### src/swd_pkg.sv
`timescale 1ns / 1ps

package swd_pkg;

	localparam int COORD_BITS_DEF  = 12;
	localparam int CFG_IDX_BITS    = 3;
	localparam int CFG_DATA_BITS   = 16;
	localparam int HOLD_BITS       = 16;
	localparam int THRESH_BITS     = 12;
	localparam int SLOPE_BITS      = 16;
	localparam int SLOPE_FRAC_BITS = 8;

	localparam logic [HOLD_BITS-1:0]          HOLD_MAX_RST  = 16'd100;
	localparam logic [HOLD_BITS-1:0]          HOLD_MIN_RST  = 16'd2;
	localparam logic [THRESH_BITS-1:0]        THRESH_RST    = 12'd30;
	localparam logic signed [SLOPE_BITS-1:0]  SLOPE_MIN_RST = -16'sd256;
	localparam logic signed [SLOPE_BITS-1:0]  SLOPE_MAX_RST = 16'sd256;

	typedef enum logic [CFG_IDX_BITS-1:0] {
		REG_HOLD_MAX  = 3'd0,
		REG_HOLD_MIN  = 3'd1,
		REG_THRESHOLD = 3'd2,
		REG_SLOPE_MIN = 3'd3,
		REG_SLOPE_MAX = 3'd4
	} reg_idx_t;

	typedef enum logic [1:0] {
		DIR_UP    = 2'd0,
		DIR_DOWN  = 2'd1,
		DIR_LEFT  = 2'd2,
		DIR_RIGHT = 2'd3
	} dir_t;

	typedef struct packed {
		logic [HOLD_BITS-1:0]         hold_max;
		logic [HOLD_BITS-1:0]         hold_min;
		logic [THRESH_BITS-1:0]       threshold;
		logic signed [SLOPE_BITS-1:0] slope_min;
		logic signed [SLOPE_BITS-1:0] slope_max;
	} cfg_t;

	typedef struct packed {
		logic                 fire;
		logic [HOLD_BITS-1:0] hold_count;
	} release_t;

endpackage

### src/touch_swipe_direction_detector_unit.sv
// The sample that ends a gesture is held in the input register, then its swipe in the result register.
// Throughput: one sample per cycle, set by the single input register and result register.
// A sample is held back only while the result register is full and stalled.
// Reset: arst_n is asynchronous and active low; it clears the press state, the valid flags
// of both registers and restores the configuration defaults.
`timescale 1ns / 1ps

module touch_swipe_direction_detector_unit #(
	parameter int COORD_BITS = swd_pkg::COORD_BITS_DEF
) (
	input  logic                              clk,
	input  logic                              arst_n,
	input  logic                              sample_valid,
	output logic                              sample_stall,
	input  logic                              touched,
	input  logic [COORD_BITS-1:0]             pos_x,
	input  logic [COORD_BITS-1:0]             pos_y,
	output logic                              swipe_valid,
	input  logic                              swipe_stall,
	output logic [1:0]                        direction,
	input  logic                              cfg_valid,
	output logic                              cfg_ready,
	input  logic [swd_pkg::CFG_IDX_BITS-1:0]  cfg_index,
	input  logic [swd_pkg::CFG_DATA_BITS-1:0] cfg_data
);
	import swd_pkg::*;

	cfg_t                      cfg;
	release_t                  rel;
	logic                      valid_s1;
	logic                      touched_s1;
	logic [COORD_BITS-1:0]     pos_x_s1;
	logic [COORD_BITS-1:0]     pos_y_s1;
	logic                      advance;
	logic                      step;
	logic                      emit;
	dir_t                      dir;
	logic signed [COORD_BITS:0] dx;
	logic signed [COORD_BITS:0] dy;
	logic                      out_valid_q;
	logic [1:0]                direction_q;

	assign cfg_ready    = 1'b1;
	assign advance      = !out_valid_q || !swipe_stall;
	assign step         = valid_s1 && advance;
	assign sample_stall = valid_s1 && !advance;

	swd_cfg_regs u_cfg (
		.clk      (clk),
		.arst_n   (arst_n),
		.wr_en    (cfg_valid && cfg_ready),
		.wr_index (cfg_index),
		.wr_data  (cfg_data),
		.cfg      (cfg)
	);

	always_ff @(posedge clk or negedge arst_n) begin
		if (!arst_n) begin
			valid_s1 <= 1'b0;
		end else if (sample_valid && !sample_stall) begin
			valid_s1 <= 1'b1;
		end else if (advance) begin
			valid_s1 <= 1'b0;
		end
	end

	always_ff @(posedge clk) begin
		if (sample_valid && !sample_stall) begin
			touched_s1 <= touched;
			pos_x_s1   <= pos_x;
			pos_y_s1   <= pos_y;
		end
	end

	swd_tracker #(.COORD_BITS(COORD_BITS)) u_tracker (
		.clk      (clk),
		.arst_n   (arst_n),
		.step     (step),
		.touched  (touched_s1),
		.pos_x    (pos_x_s1),
		.pos_y    (pos_y_s1),
		.hold_max (cfg.hold_max),
		.rel      (rel),
		.dx       (dx),
		.dy       (dy)
	);

	swd_classifier #(.COORD_BITS(COORD_BITS)) u_classifier (
		.cfg  (cfg),
		.rel  (rel),
		.dx   (dx),
		.dy   (dy),
		.emit (emit),
		.dir  (dir)
	);

	always_ff @(posedge clk or negedge arst_n) begin
		if (!arst_n) begin
			out_valid_q <= 1'b0;
		end else if (advance) begin
			out_valid_q <= step && emit;
		end
	end

	always_ff @(posedge clk) begin
		if (step && emit) begin
			direction_q <= dir;
		end
	end

	assign swipe_valid = out_valid_q;
	assign direction   = direction_q;

endmodule

### src/swd_cfg_regs.sv
`timescale 1ns / 1ps

module swd_cfg_regs (
	input  logic                              clk,
	input  logic                              arst_n,
	input  logic                              wr_en,
	input  logic [swd_pkg::CFG_IDX_BITS-1:0]  wr_index,
	input  logic [swd_pkg::CFG_DATA_BITS-1:0] wr_data,
	output swd_pkg::cfg_t                     cfg
);
	import swd_pkg::*;

	cfg_t cfg_q;

	always_ff @(posedge clk or negedge arst_n) begin
		if (!arst_n) begin
			cfg_q.hold_max  <= HOLD_MAX_RST;
			cfg_q.hold_min  <= HOLD_MIN_RST;
			cfg_q.threshold <= THRESH_RST;
			cfg_q.slope_min <= SLOPE_MIN_RST;
			cfg_q.slope_max <= SLOPE_MAX_RST;
		end else if (wr_en) begin
			case (wr_index)
				REG_HOLD_MAX:  cfg_q.hold_max  <= wr_data[HOLD_BITS-1:0];
				REG_HOLD_MIN:  cfg_q.hold_min  <= wr_data[HOLD_BITS-1:0];
				REG_THRESHOLD: cfg_q.threshold <= wr_data[THRESH_BITS-1:0];
				REG_SLOPE_MIN: cfg_q.slope_min <= wr_data[SLOPE_BITS-1:0];
				REG_SLOPE_MAX: cfg_q.slope_max <= wr_data[SLOPE_BITS-1:0];
				default: begin
				end
			endcase
		end
	end

	assign cfg = cfg_q;

endmodule

### src/swd_tracker.sv
`timescale 1ns / 1ps

module swd_tracker #(
	parameter int COORD_BITS = swd_pkg::COORD_BITS_DEF
) (
	input  logic                          clk,
	input  logic                          arst_n,
	input  logic                          step,
	input  logic                          touched,
	input  logic [COORD_BITS-1:0]         pos_x,
	input  logic [COORD_BITS-1:0]         pos_y,
	input  logic [swd_pkg::HOLD_BITS-1:0] hold_max,
	output swd_pkg::release_t             rel,
	output logic signed [COORD_BITS:0]    dx,
	output logic signed [COORD_BITS:0]    dy
);
	import swd_pkg::*;

	logic                  press_active_q;
	logic [HOLD_BITS-1:0]  hold_count_q;
	logic [COORD_BITS-1:0] start_x_q;
	logic [COORD_BITS-1:0] start_y_q;
	logic [COORD_BITS-1:0] recent_x_q;
	logic [COORD_BITS-1:0] recent_y_q;
	logic                  below_max;
	logic [COORD_BITS-1:0] end_x;
	logic [COORD_BITS-1:0] end_y;

	assign below_max = hold_count_q < hold_max;

	// A held touch that has reached the maximum ends on the current position;
	// a lifted touch ends on the last pressed position.
	always_comb begin
		rel.hold_count = hold_count_q;
		rel.fire       = 1'b0;
		end_x          = recent_x_q;
		end_y          = recent_y_q;
		if (touched) begin
			end_x = pos_x;
			end_y = pos_y;
			if (press_active_q && !below_max) begin
				rel.fire = 1'b1;
			end
		end else if (press_active_q) begin
			rel.fire = 1'b1;
		end
	end

	assign dx = $signed({1'b0, end_x}) - $signed({1'b0, start_x_q});
	assign dy = $signed({1'b0, end_y}) - $signed({1'b0, start_y_q});

	always_ff @(posedge clk or negedge arst_n) begin
		if (!arst_n) begin
			press_active_q <= 1'b0;
			hold_count_q   <= '0;
			start_x_q      <= '0;
			start_y_q      <= '0;
			recent_x_q     <= '0;
			recent_y_q     <= '0;
		end else if (step) begin
			if (touched) begin
				recent_x_q <= pos_x;
				recent_y_q <= pos_y;
				if (!press_active_q) begin
					press_active_q <= 1'b1;
					hold_count_q   <= '0;
					start_x_q      <= pos_x;
					start_y_q      <= pos_y;
				end else if (below_max) begin
					hold_count_q <= hold_count_q + 1'b1;
				end else begin
					press_active_q <= 1'b0;
				end
			end else begin
				press_active_q <= 1'b0;
			end
		end
	end

endmodule

### src/swd_classifier.sv
`timescale 1ns / 1ps

module swd_classifier #(
	parameter int COORD_BITS = swd_pkg::COORD_BITS_DEF
) (
	input  swd_pkg::cfg_t              cfg,
	input  swd_pkg::release_t          rel,
	input  logic signed [COORD_BITS:0] dx,
	input  logic signed [COORD_BITS:0] dy,
	output logic                       emit,
	output swd_pkg::dir_t              dir
);
	import swd_pkg::*;

	localparam int DW   = COORD_BITS + 1;
	localparam int PW   = SLOPE_BITS + DW;
	localparam int PAD  = PW - DW - SLOPE_FRAC_BITS;
	localparam int CMPW = (DW > THRESH_BITS) ? DW : THRESH_BITS;

	logic [DW-1:0]          abs_dx;
	logic [DW-1:0]          abs_dy;
	logic                   small_move;
	logic                   long_hold;
	logic                   dx_zero;
	logic                   dy_zero;
	logic signed [PW-1:0]   lhs;
	logic signed [PW-1:0]   lo;
	logic signed [PW-1:0]   hi;
	logic                   below;
	logic                   above;

	assign abs_dx = dx[DW-1] ? DW'(-dx) : DW'(dx);
	assign abs_dy = dy[DW-1] ? DW'(-dy) : DW'(dy);

	assign small_move = (CMPW'(abs_dx) < CMPW'(cfg.threshold)) &&
			(CMPW'(abs_dy) < CMPW'(cfg.threshold));
	assign long_hold  = !(rel.hold_count < cfg.hold_min);
	assign dx_zero    = dx == '0;
	assign dy_zero    = dy == '0;

	assign lhs = {{PAD{dy[DW-1]}}, dy, {SLOPE_FRAC_BITS{1'b0}}};
	assign lo  = PW'(cfg.slope_min) * PW'(dx);
	assign hi  = PW'(cfg.slope_max) * PW'(dx);

	// For a negative dx the sense of both comparisons flips.
	assign below = dx[DW-1] ? (lhs > lo) : (lhs < lo);
	assign above = dx[DW-1] ? (lhs < hi) : (lhs > hi);

	assign emit = rel.fire && long_hold && !small_move && !(dx_zero && dy_zero);

	always_comb begin
		if (dx_zero || below || above) begin
			dir = dy[DW-1] ? DIR_UP : DIR_DOWN;
		end else begin
			dir = dx[DW-1] ? DIR_LEFT : DIR_RIGHT;
		end
	end

endmodule

### config.mk
export PLATFORM = sky130hd
export DESIGN_NAME = touch_swipe_direction_detector_unit
export DESIGN_NICKNAME = d
export VERILOG_FILES = /design/src/swd_pkg.sv /design/src/touch_swipe_direction_detector_unit.sv /design/src/swd_cfg_regs.sv /design/src/swd_tracker.sv /design/src/swd_classifier.sv
export SDC_FILE = /design/constraint.sdc
export NUM_CORES = 1
export LEC_CHECK = 0
export ABC_AREA = 1
export BUFFER_PORTS_ARGS = -buffer_cell sky130_fd_sc_hd__buf_2
export CORE_UTILIZATION = 34
export DETAILED_ROUTE_END_ITERATION = 10
export SYNTH_ARGS = -nofsm -noshare
export SYNTH_HDL_FRONTEND = slang
export SYNTH_SLANG_ARGS = --single-unit
### constraint.sdc
create_clock -name clk -period 9.1 [get_ports clk]
set_input_delay 0.91 -clock clk [delete_from_list [all_inputs] [get_ports clk]]
set_output_delay 0.91 -clock clk [all_outputs]
set_load 0.03 [all_outputs]
==> Word-level counts from Yosys, hierarchy flattened <==
Index checks and enable logic that the tools add are counted.
{ "totals": {"register_bits": 170, "inputBits": 49, "output_inout_bits": 5, "word_cells": 89} }
{ "classes": {"addsub": 5, "multipliers": 2, "n_lt_le_gt_ge": 8, "n_eq_ne": 5, "muxes": 19, "bitwise": 1, "n_reduce_logical": 32} }
{ "op_table": {"columns": ["op", "count"], "rows": [
  ["$gt A21 B29 Y1", 2],
  ["$lt A21 B29 Y1", 2],
  ["$mul A16 B13 Y29", 2],
  ["$lt A16 B16 Y1", 2],
  ["$mux W16", 2],
  ["$logic_not A13 Y1", 2],
  ["$lt A13 B12 Y1", 2],
  ["$mux W13", 2],
  ["$neg A13 Y13", 2],
  ["$sub A12 B12 Y13", 2],
  ["$mux W12", 2],
  ["$add A16 B1 Y16 const B", 1],
  ["$mux W1", 12],
  ["$logic_and A1 B1 Y1", 10],
  ["$reduce_and A2 Y1", 5],
  ["$logic_not A1 Y1", 8],
  ["$eq A3 B2 Y1 const B", 2],
  ["$reduce_and A3 Y1", 2],
  ["$eq A3 B1 Y1 const B", 1],
  ["$eq A3 B3 Y1 const B", 1],
  ["$logic_not A3 Y1", 1],
  ["$logic_or A1 B1 Y1", 3],
  ["$mux W2", 1],
  ["$ne A2 B2 Y1 const B", 1],
  ["2 further kinds", 2]
]} }

==> Longest topological paths before layout <==
{ "logic_depth": {"depth_word": 10, "ltp_mapped": 56, "ltp_nobuf": 53} }

==> Cells and area by module <==
A second synthesis with hierarchy kept.
{ "unflattened": {"hier_cells": 3340, "hier_area_um2": 26553.0} }
{ "modules_own_cells": {"columns": ["mod", "instances", "cells_per_inst", "area_each_um2", "seq_area_each_um2"], "rows": [
  ["swd_classifier", 1, 2326, 17999.8, 0.0],
  ["swd_tracker", 1, 630, 4580.6, 1626.6],
  ["swd_cfg_regs", 1, 340, 3049.2, 1923.1],
  ["touch_swipe_direction_detector_unit", 1, 44, 923.4, 860.8]
]} }

==> Least setup slack after synthesis <==
Ideal clock, no wire load.
{ "synth_path": {"kind": "register -> register", "start": "register touched_s1", "end": "register direction_q[0], in the netlist direction[0] (data pin)", "setup_ps": 258, "arrival_ps": 8472, "required_time_ps": 8842, "path_slack_ps": 370, "stages_incl_launch_ff": 52, "n_path_buf": 4, "synth_period_minus_slack_ps": 8730, "path_cell_list": "edfxtp_1 clkbuf_1 clkbuf_1 mux2i_1 ha_1 inv_1 fa_1 nand3_1 nand3_1 nand2_1 nand2_1 nand2_1 nand2_2 a21boi_1 buf_4 buf_2 nand2_1 fa_1 (+16 left out) inv_1 nand2_1 nand2_1 ha_1 nand2_1 inv_1 o21ai_0 nand2_1 nand2_1 nand3_1 a21oi_1 nand2_1 nand2_1 nand2_1 nand2_1 nand2_1 o21ai_0 nand2_1"} }
{ "synth_via": {"elab_chain_len": 8, "elab_cells_between_ends": 18, "cone_classes": "add/sub: 2; mul: 2; order compare: 4; mux: 7; reduce/logical: 3"} }
{ "synth_lines": {"columns": ["item", "line_no", "rtl"], "rows": [
  ["start, declared", "touch_swipe_direction_detector_unit.sv:31", "logic touched_s1;"],
  ["start signal, assigned", "touch_swipe_direction_detector_unit.sv:69", "touched_s1 <= touched;"],
  ["$mux W12", "swd_tracker.sv:38", "if (touched) begin"],
  ["$sub A12 B12 Y13", "swd_tracker.sv:49", "assign dx = $signed({1'b0, end_x}) - $signed({1'b0, start_x_q});"],
  ["$mul A16 B13 Y29", "swd_classifier.sv:42", "assign lo = PW'(cfg.slope_min) * PW'(dx);"],
  ["$lt A21 B29 Y1 / $gt A21 B29 Y1 (equally long branches)", "swd_classifier.sv:46", "assign below = dx[DW-1] ? (lhs > lo) : (lhs < lo);"],
  ["$mux W1", "swd_classifier.sv:46", null],
  ["$logic_or A1 B1 Y1 (2 in series)", "swd_classifier.sv:52", "if (dx_zero || below || above) begin"],
  ["$mux W2 (*)", "swd_classifier.sv:52", null],
  ["net dir[0]", "touch_swipe_direction_detector_unit.sv:37", "dir_t dir;"],
  ["end signal, assigned", "touch_swipe_direction_detector_unit.sv:107", "direction_q <= dir;"],
  ["end, declared", "touch_swipe_direction_detector_unit.sv:41", "logic [1:0] direction_q;"]
]} }
The timed path passes the listed nets; every way through them passes the cells marked *.
A chain may end at the register's enable or synchronous reset.

==> Worst setup path after layout <==
Same ends and word-level chain as after synthesis.

==> impl_summary.log <==
INFO  metric post_synthesis_sequential_area_ratio = 17.1%
INFO  metric report.final.setup_viol = 0
INFO  metric setup.worst_path.end_class = flop
INFO  metric grt_max_degree = 84
INFO  metric clock_tree.root_cell = sky130_fd_sc_hd__clkbuf_16
INFO  metric max_slew_margin = 23.9%
INFO  metric synthesis.area = 25,800 um^2
INFO  metric dr.first_iter.drc_count = 1,304
INFO  metric dp_hpwl = 56,600 um
INFO  metric gpl.final_weighted_congestion = 0.914
INFO  metric timing.critical_path.slowest_cell_delay = 0.52 ns
INFO  metric tritoncts.num_buffers = 17
INFO  metric synthesis.nets = 3,859
INFO  metric post-route-min-period = 8.69 ns
INFO  metric drt_pass1_iterations = 5
INFO  metric die_height = 278 um
INFO  metric synth.top_cell.area_share = 30.4%
INFO  metric totalWireLength = 68,800 um
INFO  metric cts_tree = yes
INFO  metric grt_use_total = 18.4%
INFO  metric cts.sink_count = 170
INFO  metric synth.area.top_cells = sky130_fd_sc_hd__fa_1 30%, sky130_fd_sc_hd__ha_1 13%, sky130_fd_sc_hd__dfrtp_1 12%
INFO  metric synth_area_per_cell = 8.20 um^2
INFO  metric critical_path.top_delay_family = adder cells
INFO  metric core.rowCount = 100
INFO  metric route.detailed.drc = 0
INFO  metric critical_path.max_fanout = 19
INFO  metric areaGrowthSynthToFinish = 9.49%
INFO  metric critical_path_arrival = 8.90 ns
INFO  metric post_synth_top_area_cell = sky130_fd_sc_hd__fa_1
INFO  metric ys_async_sr_fraction = 84.1%
INFO  metric clk_transition_reported_paths = 0.07 ns
INFO  metric netlist_instances = 3,150
INFO  metric first_global_vias = 20,800
INFO  metric slowest_cell_on_the_critical_path = sky130_fd_sc_hd__edfxtp_1
INFO  metric crit_path_start_kind = flop
INFO  metric grt_first_pass_wirelength = 112,000 um
INFO  metric number_of_flops_mapped_to_enable_cells_by_yosys = 27
INFO  metric cts-htree-levels = 4
INFO  metric ys_types = 56
INFO  metric drive_gt1_share = 8.21%
INFO  metric route.vias.total = 20,100
INFO  metric fp.dieArea = 77,100 um^2
INFO  metric synth_register_bits = 170
INFO  metric vias_per_cell = 4.84
INFO  metric fmaxAchievable = 115 MHz
INFO  metric postPlaceCellArea = 27,300 um^2
INFO  metric holdBufCountCts = 0
INFO  metric critPathBufInv = 6
INFO  metric worst-setup-path-type = reg -> reg
INFO  metric timing.final.hold_violations = 0
INFO  metric flip_flop_cell_with_the_highest_count_after_synthesis = sky130_fd_sc_hd__dfrtp_1
INFO  metric worst-endpoint-required = 9.31 ns
INFO  metric clock_latency = 0.46 ns
INFO  metric ios = 54
INFO  metric drv.max_cap_violation_count = 0
INFO  metric core_region_area = 74,800 um^2
INFO  metric finalNetCount = 3,888
INFO  metric initial_antenna_violation_count = 2
INFO  metric clock_tree.buffer_depth = 2
INFO  metric worst_path_most_repeated_cell = sky130_fd_sc_hd__nand2_1
INFO  metric finalClockSkew = 0.0148 ns
INFO  metric report.final.slew_viol_count = 0
INFO  metric antenna_left = 0
INFO  metric setup_tns_final = 0 ns
INFO  metric placement.io_buffers = 52
INFO  metric average_routed_wire_per_standard_cell = 16.5 um
INFO  metric grt.overflow.total = 0
INFO  metric run_status = complete, no violations
INFO  metric worst-slew-pin-transition = 1.14 ns
INFO  metric yosysWarningCount = 0
INFO  metric start_util = 34.5%
INFO  metric die-width = 278 um
INFO  metric final_cell_area = 28,300 um^2
INFO  metric worstHoldPathType = in -> async
INFO  metric min_period_over_period = 95.5%
[cells in the mapped netlist (5+ instances only)]
cell                       number
sky130_fd_sc_hd__buf_4          5
sky130_fd_sc_hd__o21ai_0      199
sky130_fd_sc_hd__dfrtp_1      126
sky130_fd_sc_hd__dfstp_2       17
sky130_fd_sc_hd__ha_1         268
sky130_fd_sc_hd__nand3b_1      10
sky130_fd_sc_hd__nand3_1       74
sky130_fd_sc_hd__nor2_1       268
sky130_fd_sc_hd__clkbuf_1      71
sky130_fd_sc_hd__clkinv_1       6
sky130_fd_sc_hd__o21a_1         5
sky130_fd_sc_hd__o21ai_1        7
sky130_fd_sc_hd__xnor2_1       30
sky130_fd_sc_hd__nand4_1       30
sky130_fd_sc_hd__a31oi_1        5
sky130_fd_sc_hd__inv_1        612
sky130_fd_sc_hd__a21o_1         5
sky130_fd_sc_hd__nor3_1        22
sky130_fd_sc_hd__xor2_1        60
sky130_fd_sc_hd__buf_1         11
sky130_fd_sc_hd__nand2_2       17
sky130_fd_sc_hd__fa_1         392
sky130_fd_sc_hd__o211ai_1       6
sky130_fd_sc_hd__buf_2         12
sky130_fd_sc_hd__a21oi_1      105
sky130_fd_sc_hd__a211oi_1       6
sky130_fd_sc_hd__inv_2          6
sky130_fd_sc_hd__nor4_1         7
sky130_fd_sc_hd__nand2_1      694
sky130_fd_sc_hd__edfxtp_1      27
[area by class of cell]
class	count	area, um^2
clock buffers	18	450
multi-input cells	2253	18800
diodes	3	7.51
clock inverters	14	145
inverters	625	2360
flip-flops and latches	170	4410
fillers	7714	46500
repair buffers	112	850
well taps	969	1210
[metal layers]
metal	share of wire, %	vias to the layer above	track usage (%)
met3	6.6	96	3.52
met1	46	9822	25.0
met2	45	500	29.7
li1	-	9722	-
met5	0	-	0
met4	2.9	0	5.13
[final timing paths]
path	start	to	slack (ns)	cells after the start
max	touched_s1	direction[0]	0.41	42
min	arst_n	u_tracker.hold_count_q[11]	0.47	1
max reg2reg	touched_s1	direction[0]	0.41	42
min reg2reg	u_cfg.cfg[51]	u_cfg.cfg[51]	0.48	2
max in group asynchronous	arst_n	u_tracker.recent_y_q[6]	7.28	2
min in group clk	u_cfg.cfg[51]	u_cfg.cfg[51]	0.48	2
[worst register-to-register path: cells and delay by family, from the launching register on]
family | cells | cell delay (ns)
flip-flops | 1 | 0.52
buffers and inverters | 6 | 0.54
multiplexers | 1 | 0.29
AO/OA/AOI/OAI | 6 | 1.09
XOR/XNOR | 1 | 0.17
adder cells (fa/ha/maj) | 10 | 4.13
AND/OR/NAND/NOR | 18 | 1.71
[stage by stage]
| step | setup WS, ns | std cells | utilization [%] | hold WS [ns] |
|---|---|---|---|---|
| after global placement | 0.0370 | 4114 | 36.4 | 0.467 |
| after floorplan | 0.370 | 3150 | - | 0.452 |
| final | 0.409 | 4164 | 37.8 | 0.466 |
| after detailed placement | 0.00891 | 4114 | 36.4 | 0.473 |
| after CTS | 0.116 | 4146 | 37.2 | 0.487 |
| after global routing | -0.0116 | 4161 | 37.8 | 0.508 |
[flip-flops by register name, indices dropped and copies added, names as in the netlist, 12 cells and up]
signal and flops:
pos_x_s1 12, pos_y_s1 12, u_cfg.cfg 76, u_tracker.hold_count_q 16
u_tracker.recent_x_q 12, u_tracker.recent_y_q 12, u_tracker.start_x_q 12, u_tracker.start_y_q 12
[timing repair]
| action | 4_1_cts | 5_1_grt |
|---|---|---|
| setup buffers | 0 | 13 |
| resized for setup | 1 | 77 |
| endpoints found under the setup margin | 1 | 2 |
| pin swaps | 0 | 22 |
| gates cloned | 0 | 2 |
[cell usage in the layout (no fill, tap or decap), types with 7 or more instances in the layout]
master	count
sky130_fd_sc_hd__nand2_1	688
sky130_fd_sc_hd__inv_1	608
sky130_fd_sc_hd__fa_1	387
sky130_fd_sc_hd__nor2_1	266
sky130_fd_sc_hd__ha_1	260
sky130_fd_sc_hd__o21ai_0	188
sky130_fd_sc_hd__dfrtp_1	126
sky130_fd_sc_hd__a21oi_1	97
sky130_fd_sc_hd__nand3_1	70
sky130_fd_sc_hd__xor2_1	60
sky130_fd_sc_hd__buf_2	51
sky130_fd_sc_hd__buf_4	47
sky130_fd_sc_hd__nand4_1	30
sky130_fd_sc_hd__xnor2_1	30
sky130_fd_sc_hd__edfxtp_1	27
sky130_fd_sc_hd__nand2_2	22
sky130_fd_sc_hd__nor3_1	21
sky130_fd_sc_hd__clkbuf_16	20
sky130_fd_sc_hd__dfstp_2	17
sky130_fd_sc_hd__o21ai_1	14
sky130_fd_sc_hd__a21oi_2	10
sky130_fd_sc_hd__nand3b_1	10
sky130_fd_sc_hd__nand3_2	8
sky130_fd_sc_hd__ha_2	7
[kinds of logic (layout without fill, tap and decap cells)]
family | count (synthesis) | after routing | synth area share [%]
xor gates and xnor gates | 90 | 90 | 3.05
buffers and inverters | 727 | 769 | 10.8
AOI/OAI and AO/OA | 354 | 354 | 7.33
muxes | 4 | 4 | 0.165
adders and majority gates | 660 | 660 | 43.4
DFF | 170 | 170 | 17.1
other | 1 | 4 | 0.0145
and+or+nand+nor | 1144 | 1144 | 18.2
Power is left out: the tool's default activity adds up to more than one toggle a clock period on the data nets, which glitch-free logic cannot reach.
